File: config.mk
export PLATFORM = sky130hd
export DESIGN_NAME = antialiased_line_tile_raster
export DESIGN_NICKNAME = d
export VERILOG_FILES = /design/src/sv/aatr_pkg.sv /design/src/sv/antialiased_line_tile_raster.sv /design/src/sv/aatr_ctrl.sv /design/src/sv/aatr_dpath.sv
export SDC_FILE = /design/constraint.sdc
export NUM_CORES = 1
export LEC_CHECK = 0
export BUFFER_PORTS_ARGS = -buffer_cell sky130_fd_sc_hd__buf_2
export CAP_MARGIN = 20
export CORE_ASPECT_RATIO = 1.5
export CORE_MARGIN = 2
export CORE_UTILIZATION = 44
export CTS_CLUSTER_DIAMETER = 40
export DETAILED_ROUTE_END_ITERATION = 10
export GPL_TIMING_DRIVEN = 0
export HOLD_SLACK_MARGIN = 0.05
export PLACE_DENSITY = 0.63
export SLEW_MARGIN = 15
export SYNTH_ARGS = -nofsm -noshare
export SYNTH_HDL_FRONTEND = slang
export SYNTH_SLANG_ARGS = --single-unit
File: constraint.sdc
create_clock -name aclk -period 25.1 [get_ports aclk]
set_input_delay 1.255 -clock aclk [delete_from_list [all_inputs] [get_ports aclk]]
set_output_delay 1.255 -clock aclk [all_outputs]
set_load 0.02 [all_outputs]
File: src/sv/aatr_pkg.sv
// shared types and defaults for the antialiased line tile rasterizer
`default_nettype none

package aatr_pkg;

    // default geometry and precision
    localparam int TILE_BITS_DEF       = 5;
    localparam int COORD_FRAC_BITS_DEF = 4;
    localparam int SLOPE_FRAC_BITS_DEF = 16;
    localparam int WEIGHT_BITS_DEF     = 8;

    // controller states
    typedef enum logic [2:0] {
        ST_IDLE,
        ST_DIV,
        ST_SLOPE,
        ST_OFS,
        ST_ADDY,
        ST_WMUL,
        ST_EMIT,
        ST_MID
    } state_t;

    // controller to datapath commands
    typedef struct packed {
        logic load;       // capture and order a new segment
        logic div_step;   // one restoring divide step
        logic set_slope;  // form signed slope from quotient
        logic mul_ofs;    // slope times endpoint column offset
        logic add_y;      // endpoint y plus floored offset
        logic mul_w;      // endpoint fraction times x gap
        logic emit_end;   // load endpoint word into output register
        logic emit_mid;   // load interior word, step the accumulator
        logic sel;        // 0: first endpoint, 1: second endpoint
        logic last;       // word closes the line
    } cmd_t;

    // datapath to controller status
    typedef struct packed {
        logic out_free;   // output register can take a word this cycle
        logic end_last;   // no interior columns after second endpoint
        logic mid_last;   // current interior column is the last one
    } stat_t;

endpackage

`default_nettype wire

File: src/sv/antialiased_line_tile_raster.sv
// top level of the antialiased line tile rasterizer
//
// Input channel (s_*): one line segment per word, two endpoints in unsigned
// fixed point inside one square tile. Output channel (m_*): one word per
// major-axis column, a base pixel, its weight and the weight of the
// neighbour one step along the minor axis; m_last_pixel marks the final
// word of a segment. Words come out as first endpoint, second endpoint,
// then interior columns in increasing order. Pixels may lie one step
// outside the tile and are left for the consumer to clip.
//
// One segment is in work at a time. After it is taken, the slope divider
// runs its restoring steps and the slope is formed; each endpoint then
// passes through offset multiply, y add, weight multiply and emit, the
// two multiplies sharing one multiplier, and interior columns follow at
// one word per cycle while the receiver does not stall.
// The output register lets the last word wait while the next segment is
// taken. A stalled receiver holds the current word and pauses the column
// sequence. Reset (aresetn low, synchronous) returns the controller to idle
// and empties the output register.
`default_nettype none

module antialiased_line_tile_raster #(
    parameter int TILE_BITS       = aatr_pkg::TILE_BITS_DEF,
    parameter int COORD_FRAC_BITS = aatr_pkg::COORD_FRAC_BITS_DEF,
    parameter int SLOPE_FRAC_BITS = aatr_pkg::SLOPE_FRAC_BITS_DEF,
    parameter int WEIGHT_BITS     = aatr_pkg::WEIGHT_BITS_DEF
) (
    input  wire logic                                    aclk,
    input  wire logic                                    aresetn,
    input  wire logic                                    s_valid,
    output logic                                         s_ready,
    input  wire logic [TILE_BITS+COORD_FRAC_BITS-1:0]    s_start_x,
    input  wire logic [TILE_BITS+COORD_FRAC_BITS-1:0]    s_start_y,
    input  wire logic [TILE_BITS+COORD_FRAC_BITS-1:0]    s_end_x,
    input  wire logic [TILE_BITS+COORD_FRAC_BITS-1:0]    s_end_y,
    output logic                                         m_valid,
    input  wire logic                                    m_ready,
    output logic signed [TILE_BITS+1:0]                  m_pixel_x,
    output logic signed [TILE_BITS+1:0]                  m_pixel_y,
    output logic [WEIGHT_BITS-1:0]                       m_weight_near,
    output logic [WEIGHT_BITS-1:0]                       m_weight_far,
    output logic                                         m_along_x,
    output logic                                         m_last_pixel
);

    aatr_pkg::cmd_t  cmd;
    aatr_pkg::stat_t stat;

    // sequencer
    aatr_ctrl #(
        .SLOPE_FRAC_BITS (SLOPE_FRAC_BITS)
    ) u_ctrl (
        .aclk    (aclk),
        .aresetn (aresetn),
        .s_valid (s_valid),
        .s_ready (s_ready),
        .stat    (stat),
        .cmd     (cmd)
    );

    // arithmetic and output register
    aatr_dpath #(
        .TILE_BITS       (TILE_BITS),
        .COORD_FRAC_BITS (COORD_FRAC_BITS),
        .SLOPE_FRAC_BITS (SLOPE_FRAC_BITS),
        .WEIGHT_BITS     (WEIGHT_BITS)
    ) u_dpath (
        .aclk          (aclk),
        .aresetn       (aresetn),
        .cmd           (cmd),
        .stat          (stat),
        .s_start_x     (s_start_x),
        .s_start_y     (s_start_y),
        .s_end_x       (s_end_x),
        .s_end_y       (s_end_y),
        .m_valid       (m_valid),
        .m_ready       (m_ready),
        .m_pixel_x     (m_pixel_x),
        .m_pixel_y     (m_pixel_y),
        .m_weight_near (m_weight_near),
        .m_weight_far  (m_weight_far),
        .m_along_x     (m_along_x),
        .m_last_pixel  (m_last_pixel)
    );

    // one segment in work at a time
    a_one_segment: assert property (@(posedge aclk) disable iff (!aresetn)
        (s_valid && s_ready) |=> !s_ready)
        else $error("segment taken while another is in work");

    // a word is only loaded when the output register can take it
    a_emit_free: assert property (@(posedge aclk) disable iff (!aresetn)
        (cmd.emit_end || cmd.emit_mid) |-> stat.out_free)
        else $error("word loaded over an unconsumed word");

    // the closing word returns the sequencer to idle
    a_last_idle: assert property (@(posedge aclk) disable iff (!aresetn)
        ((cmd.emit_end || cmd.emit_mid) && cmd.last) |=> s_ready)
        else $error("sequencer not idle after last word");

endmodule

`default_nettype wire

File: src/sv/aatr_ctrl.sv
// controller state machine sequencing divide, endpoints and interior columns
`default_nettype none

module aatr_ctrl #(
    parameter int SLOPE_FRAC_BITS = aatr_pkg::SLOPE_FRAC_BITS_DEF
) (
    input  wire logic           aclk,
    input  wire logic           aresetn,
    input  wire logic           s_valid,
    output logic                s_ready,
    input  wire aatr_pkg::stat_t stat,
    output aatr_pkg::cmd_t      cmd
);

    localparam int CNTW = $clog2(SLOPE_FRAC_BITS + 2);
    localparam logic [CNTW-1:0] DIV_LAST = CNTW'(SLOPE_FRAC_BITS);

    aatr_pkg::state_t state_reg, state_next;
    logic [CNTW-1:0]  cnt_reg, cnt_next;
    logic             sel_reg, sel_next;

    // state, divide counter and endpoint select
    always_ff @(posedge aclk) begin
        if (!aresetn) begin
            state_reg <= aatr_pkg::ST_IDLE;
            cnt_reg   <= '0;
            sel_reg   <= 1'b0;
        end else begin
            state_reg <= state_next;
            cnt_reg   <= cnt_next;
            sel_reg   <= sel_next;
        end
    end

    // next state and commands
    always_comb begin
        state_next = state_reg;
        cnt_next   = cnt_reg;
        sel_next   = sel_reg;
        s_ready    = 1'b0;
        cmd        = '0;
        cmd.sel    = sel_reg;
        case (state_reg)
            aatr_pkg::ST_IDLE: begin
                s_ready = 1'b1;
                if (s_valid) begin
                    cmd.load   = 1'b1;
                    cnt_next   = '0;
                    state_next = aatr_pkg::ST_DIV;
                end
            end
            aatr_pkg::ST_DIV: begin
                cmd.div_step = 1'b1;
                cnt_next     = cnt_reg + 1'b1;
                if (cnt_reg == DIV_LAST) begin
                    state_next = aatr_pkg::ST_SLOPE;
                end
            end
            aatr_pkg::ST_SLOPE: begin
                cmd.set_slope = 1'b1;
                sel_next      = 1'b0;
                state_next    = aatr_pkg::ST_OFS;
            end
            aatr_pkg::ST_OFS: begin
                cmd.mul_ofs = 1'b1;
                state_next  = aatr_pkg::ST_ADDY;
            end
            aatr_pkg::ST_ADDY: begin
                cmd.add_y  = 1'b1;
                state_next = aatr_pkg::ST_WMUL;
            end
            aatr_pkg::ST_WMUL: begin
                cmd.mul_w  = 1'b1;
                state_next = aatr_pkg::ST_EMIT;
            end
            aatr_pkg::ST_EMIT: begin
                if (stat.out_free) begin
                    cmd.emit_end = 1'b1;
                    if (!sel_reg) begin
                        sel_next   = 1'b1;
                        state_next = aatr_pkg::ST_OFS;
                    end else begin
                        cmd.last   = stat.end_last;
                        state_next = stat.end_last ? aatr_pkg::ST_IDLE : aatr_pkg::ST_MID;
                    end
                end
            end
            aatr_pkg::ST_MID: begin
                if (stat.out_free) begin
                    cmd.emit_mid = 1'b1;
                    cmd.last     = stat.mid_last;
                    if (stat.mid_last) begin
                        state_next = aatr_pkg::ST_IDLE;
                    end
                end
            end
            default: begin
                state_next = aatr_pkg::ST_IDLE;
            end
        endcase
    end

endmodule

`default_nettype wire

File: src/sv/aatr_dpath.sv
// datapath: segment ordering, slope divider, shared multiplier, output register
`default_nettype none

module aatr_dpath #(
    parameter int TILE_BITS       = aatr_pkg::TILE_BITS_DEF,
    parameter int COORD_FRAC_BITS = aatr_pkg::COORD_FRAC_BITS_DEF,
    parameter int SLOPE_FRAC_BITS = aatr_pkg::SLOPE_FRAC_BITS_DEF,
    parameter int WEIGHT_BITS     = aatr_pkg::WEIGHT_BITS_DEF
) (
    input  wire logic                                    aclk,
    input  wire logic                                    aresetn,
    input  wire aatr_pkg::cmd_t                          cmd,
    output aatr_pkg::stat_t                              stat,
    input  wire logic [TILE_BITS+COORD_FRAC_BITS-1:0]    s_start_x,
    input  wire logic [TILE_BITS+COORD_FRAC_BITS-1:0]    s_start_y,
    input  wire logic [TILE_BITS+COORD_FRAC_BITS-1:0]    s_end_x,
    input  wire logic [TILE_BITS+COORD_FRAC_BITS-1:0]    s_end_y,
    output logic                                         m_valid,
    input  wire logic                                    m_ready,
    output logic signed [TILE_BITS+1:0]                  m_pixel_x,
    output logic signed [TILE_BITS+1:0]                  m_pixel_y,
    output logic [WEIGHT_BITS-1:0]                       m_weight_near,
    output logic [WEIGHT_BITS-1:0]                       m_weight_far,
    output logic                                         m_along_x,
    output logic                                         m_last_pixel
);

    localparam int Q      = SLOPE_FRAC_BITS;
    localparam int W      = WEIGHT_BITS;
    localparam int CW     = TILE_BITS + COORD_FRAC_BITS;
    localparam int UP     = Q - COORD_FRAC_BITS;
    localparam int XQW    = TILE_BITS + Q;
    localparam int XSW    = XQW + 1;
    localparam int XEW    = TILE_BITS + 1;
    localparam int YW     = TILE_BITS + Q + 3;
    localparam int PW     = TILE_BITS + 2;
    localparam int SW     = Q + 2;
    localparam int PRW    = 2 * SW;
    localparam int GW     = Q + 1;
    localparam int EPW    = 2 * Q + 2;
    localparam int SH_END = 2 * Q - W;
    localparam int SH_R   = (Q >= W) ? Q - W : 0;
    localparam int SH_L   = (Q >= W) ? 0 : W - Q;
    localparam int MW     = Q + 1 + SH_L;

    localparam logic [XSW-1:0] HALF_X = XSW'(1) << (Q - 1);
    localparam logic [SW-1:0]  HALF_D = SW'(1) << (Q - 1);
    localparam logic [SW-1:0]  ONE_S  = SW'(1) << Q;
    localparam logic [GW-1:0]  ONE_G  = GW'(1) << Q;
    localparam logic [W-1:0]   WMAX   = '1;

    // endpoint weight: drop 2Q-W fraction bits, saturate
    function automatic logic [W-1:0] sat_end(input logic [EPW-1:0] v);
        logic [EPW-1:0] s;
        s = v >> SH_END;
        return (s > EPW'(WMAX)) ? WMAX : s[W-1:0];
    endfunction

    // interior weight: rescale Q fraction bits to W, saturate
    function automatic logic [W-1:0] sat_mid(input logic [GW-1:0] v);
        logic [MW-1:0] s;
        s = (MW'(v) >> SH_R) << SH_L;
        return (s > MW'(WMAX)) ? WMAX : s[W-1:0];
    endfunction

    // segment registers
    logic                     steep_reg, steep_next;
    logic [CW-1:0]            x0_reg, y0_reg, x1_reg, y1_reg;
    logic [CW-1:0]            x0_next, y0_next, x1_next, y1_next;
    logic [CW-1:0]            dx_reg, dx_next;
    logic                     neg_reg, neg_next;
    logic [CW:0]              rem_reg, rem_next;
    logic [Q:0]               quo_reg, quo_next;
    logic signed [SW-1:0]     slope_reg, slope_next;
    logic signed [PRW-1:0]    prod_reg, prod_next;
    logic signed [YW-1:0]     ye_reg, ye_next;
    logic signed [YW-1:0]     acc_reg, acc_next;
    logic signed [PW-1:0]     col_reg, col_next;
    logic signed [PW-1:0]     stop_reg, stop_next;

    // output register
    logic                     m_valid_reg, m_valid_next;
    logic signed [PW-1:0]     m_pixel_x_reg, m_pixel_x_next;
    logic signed [PW-1:0]     m_pixel_y_reg, m_pixel_y_next;
    logic [W-1:0]             m_weight_near_reg, m_weight_near_next;
    logic [W-1:0]             m_weight_far_reg, m_weight_far_next;
    logic                     m_along_x_reg, m_along_x_next;
    logic                     m_last_pixel_reg, m_last_pixel_next;

    // input ordering
    logic [CW-1:0]            adx, ady, ax0, ay0, ax1, ay1, dmag;
    logic                     steep_in, dneg;

    // divider step
    logic                     div_ge;
    logic [CW:0]              div_r;

    // selected endpoint
    logic [CW-1:0]            ex_sel, ey_sel;
    logic [XSW-1:0]           xsum;
    logic [XEW-1:0]           xe;
    logic [Q-1:0]             xfr;
    logic signed [SW-1:0]     diff;
    logic [GW-1:0]            gap;
    logic signed [PW-1:0]     xe_col;
    logic [YW-1:0]            yq;

    // shared multiplier
    logic signed [SW-1:0]     op_a, op_b;
    logic signed [PRW-1:0]    mul_res;

    // weights and base pixels
    logic [EPW-1:0]           far_end, near_end;
    logic [GW-1:0]            fr_mid;
    logic signed [PW-1:0]     base_end, base_mid;
    logic                     out_free;

    // swap for steep lines, then order by major coordinate
    always_comb begin
        adx      = (s_end_x >= s_start_x) ? s_end_x - s_start_x : s_start_x - s_end_x;
        ady      = (s_end_y >= s_start_y) ? s_end_y - s_start_y : s_start_y - s_end_y;
        steep_in = ady > adx;
        ax0      = steep_in ? s_start_y : s_start_x;
        ay0      = steep_in ? s_start_x : s_start_y;
        ax1      = steep_in ? s_end_y : s_end_x;
        ay1      = steep_in ? s_end_x : s_end_y;
        if (ax0 > ax1) begin
            x0_next = ax1;
            y0_next = ay1;
            x1_next = ax0;
            y1_next = ay0;
        end else begin
            x0_next = ax0;
            y0_next = ay0;
            x1_next = ax1;
            y1_next = ay1;
        end
        dneg = y0_next > y1_next;
        dmag = dneg ? y0_next - y1_next : y1_next - y0_next;
    end

    // restoring divide, one quotient bit per step
    assign div_ge = rem_reg >= {1'b0, dx_reg};
    assign div_r  = div_ge ? rem_reg - {1'b0, dx_reg} : rem_reg;

    // column, fraction and gap of the selected endpoint
    always_comb begin
        ex_sel = cmd.sel ? x1_reg : x0_reg;
        ey_sel = cmd.sel ? y1_reg : y0_reg;
        xsum   = (XSW'(ex_sel) << UP) + HALF_X;
        xe     = xsum[XQW:Q];
        xfr    = xsum[Q-1:0];
        diff   = HALF_D - SW'(xfr);
        gap    = cmd.sel ? GW'(xfr) : ONE_G - GW'(xfr);
        xe_col = $signed(PW'(xe));
        yq     = YW'(ey_sel) << UP;
    end

    // multiplier operands
    always_comb begin
        if (cmd.mul_w) begin
            op_a = $signed(SW'(ye_reg[Q-1:0]));
            op_b = $signed(SW'(gap));
        end else begin
            op_a = slope_reg;
            op_b = diff;
        end
    end
    assign mul_res = op_a * op_b;

    // weights and base pixels
    always_comb begin
        far_end  = prod_reg[EPW-1:0];
        near_end = (EPW'(gap) << Q) - far_end;
        fr_mid   = GW'(acc_reg[Q-1:0]);
        base_end = PW'(ye_reg >>> Q);
        base_mid = PW'(acc_reg >>> Q);
    end

    assign out_free      = !m_valid_reg || m_ready;
    assign stat.out_free = out_free;
    assign stat.end_last = !(col_reg < xe_col);
    assign stat.mid_last = col_reg == stop_reg;

    // working registers
    always_comb begin
        steep_next = steep_reg;
        dx_next    = dx_reg;
        neg_next   = neg_reg;
        rem_next   = rem_reg;
        quo_next   = quo_reg;
        slope_next = slope_reg;
        prod_next  = prod_reg;
        ye_next    = ye_reg;
        acc_next   = acc_reg;
        col_next   = col_reg;
        stop_next  = stop_reg;
        if (cmd.load) begin
            steep_next = steep_in;
            dx_next    = x1_next - x0_next;
            neg_next   = dneg;
            rem_next   = {1'b0, dmag};
            quo_next   = '0;
        end
        if (cmd.div_step) begin
            rem_next = {div_r[CW-1:0], 1'b0};
            quo_next = {quo_reg[Q-1:0], div_ge};
        end
        if (cmd.set_slope) begin
            if (dx_reg == '0) begin
                slope_next = ONE_S;
            end else if (neg_reg) begin
                slope_next = -$signed({1'b0, quo_reg});
            end else begin
                slope_next = $signed({1'b0, quo_reg});
            end
        end
        if (cmd.mul_ofs || cmd.mul_w) begin
            prod_next = mul_res;
        end
        if (cmd.add_y) begin
            ye_next = $signed(yq) + YW'(prod_reg >>> Q);
        end
        if (cmd.emit_end && !cmd.sel) begin
            acc_next = ye_reg + YW'(slope_reg);
            col_next = xe_col + PW'(1);
        end
        if (cmd.emit_end && cmd.sel) begin
            stop_next = xe_col - PW'(1);
        end
        if (cmd.emit_mid) begin
            acc_next = acc_reg + YW'(slope_reg);
            col_next = col_reg + PW'(1);
        end
    end

    always_ff @(posedge aclk) begin
        steep_reg <= steep_next;
        x0_reg    <= cmd.load ? x0_next : x0_reg;
        y0_reg    <= cmd.load ? y0_next : y0_reg;
        x1_reg    <= cmd.load ? x1_next : x1_reg;
        y1_reg    <= cmd.load ? y1_next : y1_reg;
        dx_reg    <= dx_next;
        neg_reg   <= neg_next;
        rem_reg   <= rem_next;
        quo_reg   <= quo_next;
        slope_reg <= slope_next;
        prod_reg  <= prod_next;
        ye_reg    <= ye_next;
        acc_reg   <= acc_next;
        col_reg   <= col_next;
        stop_reg  <= stop_next;
    end

    // output word
    always_comb begin
        m_valid_next       = m_valid_reg && !m_ready;
        m_pixel_x_next     = m_pixel_x_reg;
        m_pixel_y_next     = m_pixel_y_reg;
        m_weight_near_next = m_weight_near_reg;
        m_weight_far_next  = m_weight_far_reg;
        m_along_x_next     = m_along_x_reg;
        m_last_pixel_next  = m_last_pixel_reg;
        if (cmd.emit_end) begin
            m_valid_next       = 1'b1;
            m_pixel_x_next     = steep_reg ? base_end : xe_col;
            m_pixel_y_next     = steep_reg ? xe_col : base_end;
            m_weight_near_next = sat_end(near_end);
            m_weight_far_next  = sat_end(far_end);
            m_along_x_next     = steep_reg;
            m_last_pixel_next  = cmd.last;
        end else if (cmd.emit_mid) begin
            m_valid_next       = 1'b1;
            m_pixel_x_next     = steep_reg ? base_mid : col_reg;
            m_pixel_y_next     = steep_reg ? col_reg : base_mid;
            m_weight_near_next = sat_mid(ONE_G - fr_mid);
            m_weight_far_next  = sat_mid(fr_mid);
            m_along_x_next     = steep_reg;
            m_last_pixel_next  = cmd.last;
        end
    end

    always_ff @(posedge aclk) begin
        if (!aresetn) begin
            m_valid_reg <= 1'b0;
        end else begin
            m_valid_reg <= m_valid_next;
        end
    end

    always_ff @(posedge aclk) begin
        m_pixel_x_reg     <= m_pixel_x_next;
        m_pixel_y_reg     <= m_pixel_y_next;
        m_weight_near_reg <= m_weight_near_next;
        m_weight_far_reg  <= m_weight_far_next;
        m_along_x_reg     <= m_along_x_next;
        m_last_pixel_reg  <= m_last_pixel_next;
    end

    assign m_valid       = m_valid_reg;
    assign m_pixel_x     = m_pixel_x_reg;
    assign m_pixel_y     = m_pixel_y_reg;
    assign m_weight_near = m_weight_near_reg;
    assign m_weight_far  = m_weight_far_reg;
    assign m_along_x     = m_along_x_reg;
    assign m_last_pixel  = m_last_pixel_reg;

endmodule

`default_nettype wire
---- Word-level counts from Yosys, hierarchy flattened ----
Index checks and enable logic that the tools add are counted.
storage, ports and cells
  flip-flop bits (word level) ............. 232
  bits of input ports ..................... 40
  output and inout bits ................... 34
  word-level logic and storage cells ...... 170
operators by class
  $add $sub $neg .......................... 21
  multipliers ............................. 1
  magnitude comparators ................... 11
  equal/unequal tests ..................... 14
  multiplexer cells ....................... 75
  bitwise logic cells ..................... 1
  reduce and logical (&&, ||, !) cells .... 20
operator list
  kind                    count
  $mux 9                  14
  $sub 9x9->9             8
  $mux 7                  10
  $mux 17                 4
  $mux 8                  8
  $add 24x18->24          2
  $mux 24                 2
  $mul 18x18->36          1
  $mux 18                 2
  $sub 17x16->17 const A  2
  $sub 33x34->34          1
  $gt 9x9->1              3
  $pmux 3 s8              1
  $add 22x20->23          1
  $add 21x16->22 const B  1
  $mux 1                  21
  $mux 3                  7
  $gt 10x8->1 const B     2
  $mux 10                 2
  $ge 9x9->1              2
  $neg 17->18             1
  $sub 16x16->17 const A  1
  $eq 3x3->1 const B      4
  $ge 10x9->1             1
  other kinds (26)        42

---- Depth between registers and ports, before layout ----
Gate-level depths: netlist of the first run.
  depth in word-level cells ............... 10
  gate-level depth with buffers ........... 51
  mapped depth without buffers ............ 44

---- Cells and area by module ----
From an unflattened synthesis of the first run, not the netlist that was laid out.
second synthesis, totals
  cells, all modules ...................... 2004
  area total of the unflattened synthesis .. 19576.3 um^2
modules (own cells, without submodules)
  module      instances  cells each  area each (um^2)  seq. area each (um^2)
  aatr_dpath  1          1926        18980.7           6256.0
  aatr_ctrl   1          78          595.6             180.2

---- Least setup slack after synthesis of the first run ----
OpenSTA, ideal clock, no wires.
  path kind ............................... input port to flip-flop
  start ................................... input s_start_x[1]
  end ..................................... register u_dpath.rem_reg[5], data pin
  arrival ................................. 9.900 ns
  path slack .............................. 14.929 ns
  stages .................................. 48
  path buffers ............................ 7
  cell sequence ........................... inv_1 > ha_1 > nor2b_1 > o21ai_0 > a21boi_0 > o21a_1 > o21ai_0 > a21o_1 > buf_2 > mux2i_1 > o221ai_1 > a21oi_1 > nor2_1 > o311ai_0 > ha_1 > and4_1 > a21boi_2 > o21ai_4 > [... 12 more ...] > buf_2 > clkbuf_1 > nand2_1 > o211ai_1 > and2_1 > ha_1 > nor2b_1 > o21ai_0 > a21oi_1 > o21a_1 > o211ai_1 > and2_0 > buf_2 > mux2i_1 > o21ai_0 > a21boi_0 > xnor2_1 > o22ai_1
on the way
  longest elaborated chain between the ends .. 10
  elaborated cells between the ends (all ways) .. 18
  classes of those cells .................. add/sub: 4; order compare: 4; mux: 10
ends and longest elaborated chain
  what                                       RTL line                              source
  start, declared                            antialiased_line_tile_raster.sv:32    input wire logic [TILE_BITS+COORD_FRAC_BITS-1:0] s_start_x,
  $sub 9x9->9 or $ge 9x9->1 (tied branches)  aatr_dpath.sv:120                     adx = (s_end_x >= s_start_x) ? s_end_x - s_start_x : s_start_x - s_end_x;
  $mux 9                                     aatr_dpath.sv:120
  $gt 9x9->1                                 aatr_dpath.sv:122                     steep_in = ady > adx;
  $mux 9 (on tied branches)                  aatr_dpath.sv:123, aatr_dpath.sv:125
  $gt 9x9->1                                 aatr_dpath.sv:127                     if (ax0 > ax1) begin
  $mux 9 (*)                                 aatr_dpath.sv:127
  named net u_dpath.y1_next[1]               aatr_dpath.sv:69                      logic [CW-1:0] x0_next, y0_next, x1_next, y1_next;
  $sub 9x9->9 or $gt 9x9->1 (tied branches)  aatr_dpath.sv:139, aatr_dpath.sv:138
  $mux 9 (*)                                 aatr_dpath.sv:139                     dmag = dneg ? y0_next - y1_next : y1_next - y0_next;
  $mux 10 (*)                                aatr_dpath.sv:198                     if (cmd.load) begin
  $mux 10 (*)                                aatr_dpath.sv:205                     if (cmd.div_step) begin
  named net u_dpath.rem_next[5]              aatr_dpath.sv:72                      logic [CW:0] rem_reg, rem_next;
  end signal, assigned                       aatr_dpath.sv:245                     rem_reg <= rem_next;
  end, declared                              aatr_dpath.sv:72
Mark *: on every way through the listed nets, which the timed path passes. The rest lies on a longest branch. The select of a mux whose other input is x is not followed.
A chain may end at the register's enable or synchronous reset.

---- Worst setup path after layout of the first run ----
  start ................................... input s_start_y[2]
  end ..................................... register u_dpath.rem_reg[8], data pin
on the way
  longest elaborated chain between the ends .. 10
  elaborated cells between the ends (all ways) .. 18
  classes of those cells .................. add/sub: 4; order compare: 4; mux: 10
ends and longest elaborated chain
  what                                       RTL line                              source
  start, declared                            antialiased_line_tile_raster.sv:33    input wire logic [TILE_BITS+COORD_FRAC_BITS-1:0] s_start_y,
  $sub 9x9->9 or $ge 9x9->1 (tied branches)  aatr_dpath.sv:121                     ady = (s_end_y >= s_start_y) ? s_end_y - s_start_y : s_start_y - s_end_y;
  $mux 9                                     aatr_dpath.sv:121
  $gt 9x9->1                                 aatr_dpath.sv:122
  $mux 9 (on tied branches)                  aatr_dpath.sv:123, aatr_dpath.sv:125
  $gt 9x9->1                                 aatr_dpath.sv:127
  $mux 9 (*)                                 aatr_dpath.sv:127
  named net u_dpath.y1_next[2]               aatr_dpath.sv:69
  $sub 9x9->9 or $gt 9x9->1 (tied branches)  aatr_dpath.sv:139, aatr_dpath.sv:138
  $mux 9 (*)                                 aatr_dpath.sv:139
  $mux 10 (*)                                aatr_dpath.sv:198
  $mux 10 (*)                                aatr_dpath.sv:205
  named net u_dpath.rem_next[8]              aatr_dpath.sv:72
Marks and branches as above.

==> metrics.md, run 1 <==
| Metric | Value |
|---|---|
| CTS tree | `yes` |
| Overflow after GRT | `0` |
| Critical Path AT | `~13 ns` |
| Synth area leaders | `edfxtp_1 32%, ha_1 13%, fa_1 8.5%` |
| Multi-input gate area | `0.0120 mm2` |
| Tightest Pin Transition | `about 1.2 ns` |
| Clk Latency, worst-skew pair | `about 0.55 ns` |
| IO buf count | `73` |
| Routed vias/inst | `approximately 5.5` |
| DRC viols | `0` |
| Synth top area share | `between 30% and 40%` |
| Worst Path Max Fanout | `10` |
| Worst path max stage delay | `0.58 ns` |
| Initial core utilization | `between 40 and 50%` |
| Routability cong. | `between 0.9 and 1` |
| I/O pin total | `74` |
| Drt wl/cell | `around 19 um` |
| Final ANT Viol Nets | `0` |
| CTS Buffer Depth | `3` |
| Mean Syn Cell Area | `9.88 um2` |
| Fmax | `76.1 MHz` |
| Critical path origin | `s_start_y[2]` |
| Total CTS buffers | `28` |
| Fin. Hold Viols | `0` |
| Synth Register Bits | `218` |
| Routed vias | `14700` |
| Layout cells sized above 1 | `approximately 11%` |
| Fill cells | `just over 4000` |
| Top_reg_cell synth | `edfxtp_1` |
| Die Y | `between 200 and 300 um` |
| Pin count of the biggest net entering global routing | `42` |
| Setup TNS | `0 ns` |
| Layout Area Growth over Synthesis | `11.2%` |
| Post-DP HPWL | `between 40000 and 50000 um` |
| Mapped Area | `0.0195 mm2` |
| Initial DRC count | `774` |
| Post-CTS setup buffer count | `0` |
| Worst slew margin | `around 22%` |
| Sequential share of the synthesized area | `approximately a third` |
| Vias in the first global route | `approximately 15000` |
| 1st-pass router iterations | `6` |
| Worst Setup Start Kind | `input pin` |
| Seq. cell area | `0.00644 mm2` |
| Clk slew on worst S/H paths | `roughly 0.06 ns` |
| Worst Reg-to-Reg Cells | `27` |
| Hold crit path type | `reg2reg` |
| Synth cell types | `83` |
| Die area | `about 0.046 mm2` |
| Fin crit share | `52.3%` |
| CTS root buf | `clkbuf_16` |
| Depth of the CTS H-tree | `1` |
| Yosys Warn Count | `0` |
| Synthesized Nets | `about 2300` |
| Std cell rows | `94` |
| Largest register FFs | `24` |
| Synthesized instance count | `about 2000` |
| Async SR Flop Fraction | `0%` |
| Hold Path Stages | `0` |
| Min Tclk post-route | `around 13 ns` |
| First-pass GRT wire length | `between 70000 and 80000 um` |
| Clk_skew | `around 0.013 ns` |
| Diode count | `0` |
| Worst r2r src | `u_ctrl.sel_reg` |
| Max Cap Viol | `0` |
| Number of flops mapped to enable cells by yosys | `approximately 210` |
| WS Path Type | `in2reg` |
| Core Region | `~0.044 mm2` |
| Worst endpoint required time | `around 25 ns` |
| Unrepaired setup endpoints after global routing | `false` |
| Initial antenna violation count | `1` |
| Resized Gates After CTS | `0` |
| Slew Limit Fails | `0` |
| Final wirelength | `50300 um` |
| Status | `finished clean` |
| Nets | `2409` |
| Slowest cell on crit path | `a21oi_1` |
| Clock sink total | `roughly 220` |
| Endpoints failing setup | `0` |
| Endpoint type of the worst setup path | `register` |
| Min-delay src | `u_dpath.prod_reg[17]` |
| Die X-Extent | `~180 um` |
| Post-CTS Hold Buffers | `0` |
| GRT Total Usage | `between 20% and 30%` |
| Leading area contributor after synthesis | `edfxtp_1` |
[metal layers]
layer	vias up	share of wire (%)	track usage, %
met5	-	0.032	0
met4	2	6.6	14.0
met3	156	3.3	2.25
met2	357	53	41.9
met1	7043	37	22.5
li1	7150	-	-
[layout make-up]
cell class / instances / area share [%]
inverters: 218 / 3.79
multi-input cells: 1475 / 55.4
flip-flops and latches: 218 / 29.7
clock inverters: 22 / 1.03
repair buffers: 78 / 2.23
well taps: 576 / 3.33
clock buffers: 30 / 3.37
plain buffers: 59 / 1.10
[cells by family (layout without fill, tap and decap cells)]
| group | count (synthesis) | count (layout) | synth area share [%] |
|---|---|---|---|
| xor+xnor | 135 | 135 | 6.08 |
| compound gates | 355 | 355 | 12.0 |
| flops | 218 | 218 | 33.1 |
| buf+inv | 277 | 407 | 5.44 |
| fa+ha+maj | 293 | 293 | 22.0 |
| mux | 148 | 148 | 8.46 |
| simple gates | 544 | 544 | 12.9 |
[critical path, delay by kind of cell]
family,cells,cell delay [ns]
AO/OA/AOI/OAI,17,4.27
AND/OR/NAND/NOR,6,1.33
multiplexers,4,1.15
buffers and inverters,11,3.27
XOR/XNOR,2,0.53
adder cells (fa/ha/maj),4,1.57
[placed cells by master (no fill, tap or decap), types with 14 or more instances in the layout]
cell type,instances
nand2_1,214
inv_1,214
ha_1,208
edfxtp_1,207
nor2_1,120
a21oi_1,92
mux2i_1,88
xnor2_1,88
buf_2,86
fa_1,83
o21ai_0,74
mux2_2,52
xor2_1,47
nand3_1,43
nor3_1,36
clkbuf_1,35
clkbuf_16,29
a21o_1,27
and2_1,23
nor2b_1,19
nand2b_1,17
and3_1,16
o21bai_1,15
o211ai_1,14
[cells in the mapped netlist, types with 12 or more instances]
cell and instances:
xor2_1 47, mux2_2 52, and3_1 17, ha_1 208, o21a_1 12, inv_1 216, a21oi_1 94, nand2b_1 17
o211ai_1 14, clkbuf_1 34, o21ai_0 74, buf_2 13, nor2_1 121, nand3_1 43, a21o_1 27, edfxtp_1 207
mux2i_1 88, nor2b_1 19, buf_1 12, o21bai_1 15, nand2_1 214, fa_1 83, xnor2_1 88, o22ai_1 12
and2_1 23, nor3_1 36
[stage by stage]
stage,instance area [um2],worst slack [ns],util [%],cells,hold WS [ns]
CTS,21600,12.06,49.5,2676,0.463
detailed placement,20700,11.46,47.3,2624,0.443
global placement,20500,11.65,46.9,2619,0.432
floorplan,19500,14.93,-,1970,0.422
global route,21600,11.30,49.5,2676,0.470
finish,21600,11.96,49.5,2676,0.458
[worst paths after layout]
path	to	slack, ns
setup / recovery	u_dpath.rem_reg[8]	11.96
hold / removal	u_dpath.ye_reg[1]	0.46
setup reg to reg	u_dpath.prod_reg[32]	15.57
hold reg to reg	u_dpath.ye_reg[1]	0.46
Power of run 1 is left out: the tool's default activity adds up to more than one toggle a clock period on the data nets, which glitch-free logic cannot reach.
==> inputs of run 2 (changes only) <==
==> constraint.sdc (replaced) <==
create_clock -name aclk -period 12.46 [get_ports aclk]
set_input_delay 0.623 -clock aclk [delete_from_list [all_inputs] [get_ports aclk]]
set_output_delay 0.623 -clock aclk [all_outputs]
set_load 0.02 [all_outputs]
==> metrics.md, run 2 (same netlist as run 1, synthesis figures left out) <==
| Metric | Value |
|---|---|
| Depth of the CTS H-tree | `1` |
| Nets | `2413` |
| Fill cells | `4049` |
| Util after Layout | `49.5%` |
| Initial DRC count | `759` |
| Clk_skew | `roughly 0.014 ns` |
| Worst Path Max Fanout | `10` |
| Critical Path AT | `around 12 ns` |
| Total CTS buffers | `28` |
| Endpoints failing setup | `0` |
| Clk slew on worst S/H paths | `roughly 0.060 ns` |
| Initial antenna violation count | `1` |
| Pin count of the biggest net entering global routing | `42` |
| Diode count | `0` |
| Min Tclk post-route | `11.77 ns` |
| IO buf count | `73` |
| Worst Setup Start Kind | `input pin` |
| Post-Place Cell Area | `0.0207 mm2` |
| Layout Area Growth over Synthesis | `11.4%` |
| Fin crit share | `94.5%` |
| Final ANT Viol Nets | `0` |
| Slowest cell on crit path | `o21ai_1` |
| Die area | `approximately 0.046 mm2` |
| GRT Total Usage | `around 22%` |
| Worst endpoint required time | `around 13 ns` |
| 1st-pass router iterations | `6` |
| Hold crit path type | `in2reg` |
| Layout cells sized above 1 | `between 10% and 20%` |
| Fin. Hold Viols | `0` |
| I/O pin total | `74` |
| Multi-input gate area | `approximately 0.012 mm2` |
| Endpoint type of the worst setup path | `register` |
| Seq. cell area | `approximately 0.0064 mm2` |
| Worst slew margin | `between 20% and 30%` |
| CTS tree | `yes` |
| Clock sink total | `218` |
| Most common cell on crit path | `buf_2` |
| Commonest cells after routing, fill and taps aside | `214 x nand2_1, 214 x inv_1, 208 x ha_1, 207 x edfxtp_1, 120 x nor2_1` |
| Status | `finished clean` |
| Routed vias | `around 15000` |
| Post-DP HPWL | `approximately 40000 um` |
| Core Region | `0.0438 mm2` |
| Largest register FFs | `24` |
| Post-CTS Hold Buffers | `0` |
| Slew Limit Fails | `0` |
| Initial core utilization | `between 40% and 50%` |
| Final wirelength | `50300 um` |
| Vias in the first global route | `~15000` |
| Std cell rows | `94` |
| Drt wl/cell | `roughly 19 um` |
| Die X-Extent | `176 um` |
| Clk Latency, worst-skew pair | `~0.55 ns` |
| WS Path Type | `in2reg` |
| Cell area after layout | `between 0.02 and 0.025 mm2` |
| CTS root buf | `clkbuf_16` |
| Routability cong. | `0.935` |
| Die Y | `approximately 260 um` |
| Max Cap Viol | `0` |
| First-pass GRT wire length | `slightly below 80000 um` |
| Worst path max stage delay | `a little over 0.6 ns` |
| CTS Buffer Depth | `3` |
| DRC viols | `0` |
| Routed vias/inst | `~5.5` |
| Overflow after GRT | `0` |
| Fmax | `between 80 and 90 MHz` |
| Setup TNS | `0 ns` |
| Tightest Pin Transition | `around 1.1 ns` |
| Unrepaired setup endpoints after global routing | `false` |
==> run 2: metrics by stage <==
stage	hold slack [ns]	std cells	worst slack [ns]
2_1_floorplan	0.422	1970	2.92
3_3_place_gp	0.432	2619	-0.353
3_5_place_dp	0.443	2624	-0.548
4_1_cts	0.404	2676	0.0502
5_1_grt	0.424	2680	0.109
6_report	0.442	2680	0.686
==> run 2: critical path, delay by kind of cell <==
family                   cells  cell delay [ns]
multiplexers                 3             0.86
XOR/XNOR                     2             0.46
AND/OR/NAND/NOR              9             1.81
AO/OA/AOI/OAI               18             4.18
buffers and inverters       10             2.38
adder cells (fa/ha/maj)      4             1.73
==> run 2: layout make-up <==
class	instances	area share [%]
Buffer	58	1.09
Clock buffer	30	3.37
Clock inverter	22	1.03
Inverter	218	3.79
Sequential cell	218	29.7
Timing Repair Buffer	83	2.40
Multi-Input combinational cell	1475	55.3
Tap cell	576	3.32
==> run 2: per-layer routing <==
| metal | wire length (um) | GRT usage, % | vias to the layer above |
|---|---|---|---|
| met5 | 16 | 0 | - |
| met4 | 3270 | 14.0 | 2 |
| met3 | 1800 | 2.25 | 158 |
| met2 | 26700 | 41.9 | 372 |
| met1 | 18500 | 22.5 | 7042 |
| li1 | - | - | 7160 |
==> run 2: worst paths after layout <==
path	start	to	slack, ns	depth (start not counted)
max	s_start_y[2]	u_dpath.rem_reg[8]	0.69	46
min reg2reg	u_dpath.prod_reg[17]	u_dpath.ye_reg[1]	0.46	0
min	aresetn	u_ctrl.state_reg[1]	0.44	2
max reg2reg	u_ctrl.sel_reg	u_dpath.prod_reg[32]	2.90	27
==> run 2: timing repair <==
action | 4_1_cts | 5_1_grt
gates resized for setup | 0 | 4
endpoints found under the setup margin | 0 | 7
buffers inserted | 0 | 5
Power of run 2 is left out for the same reason.
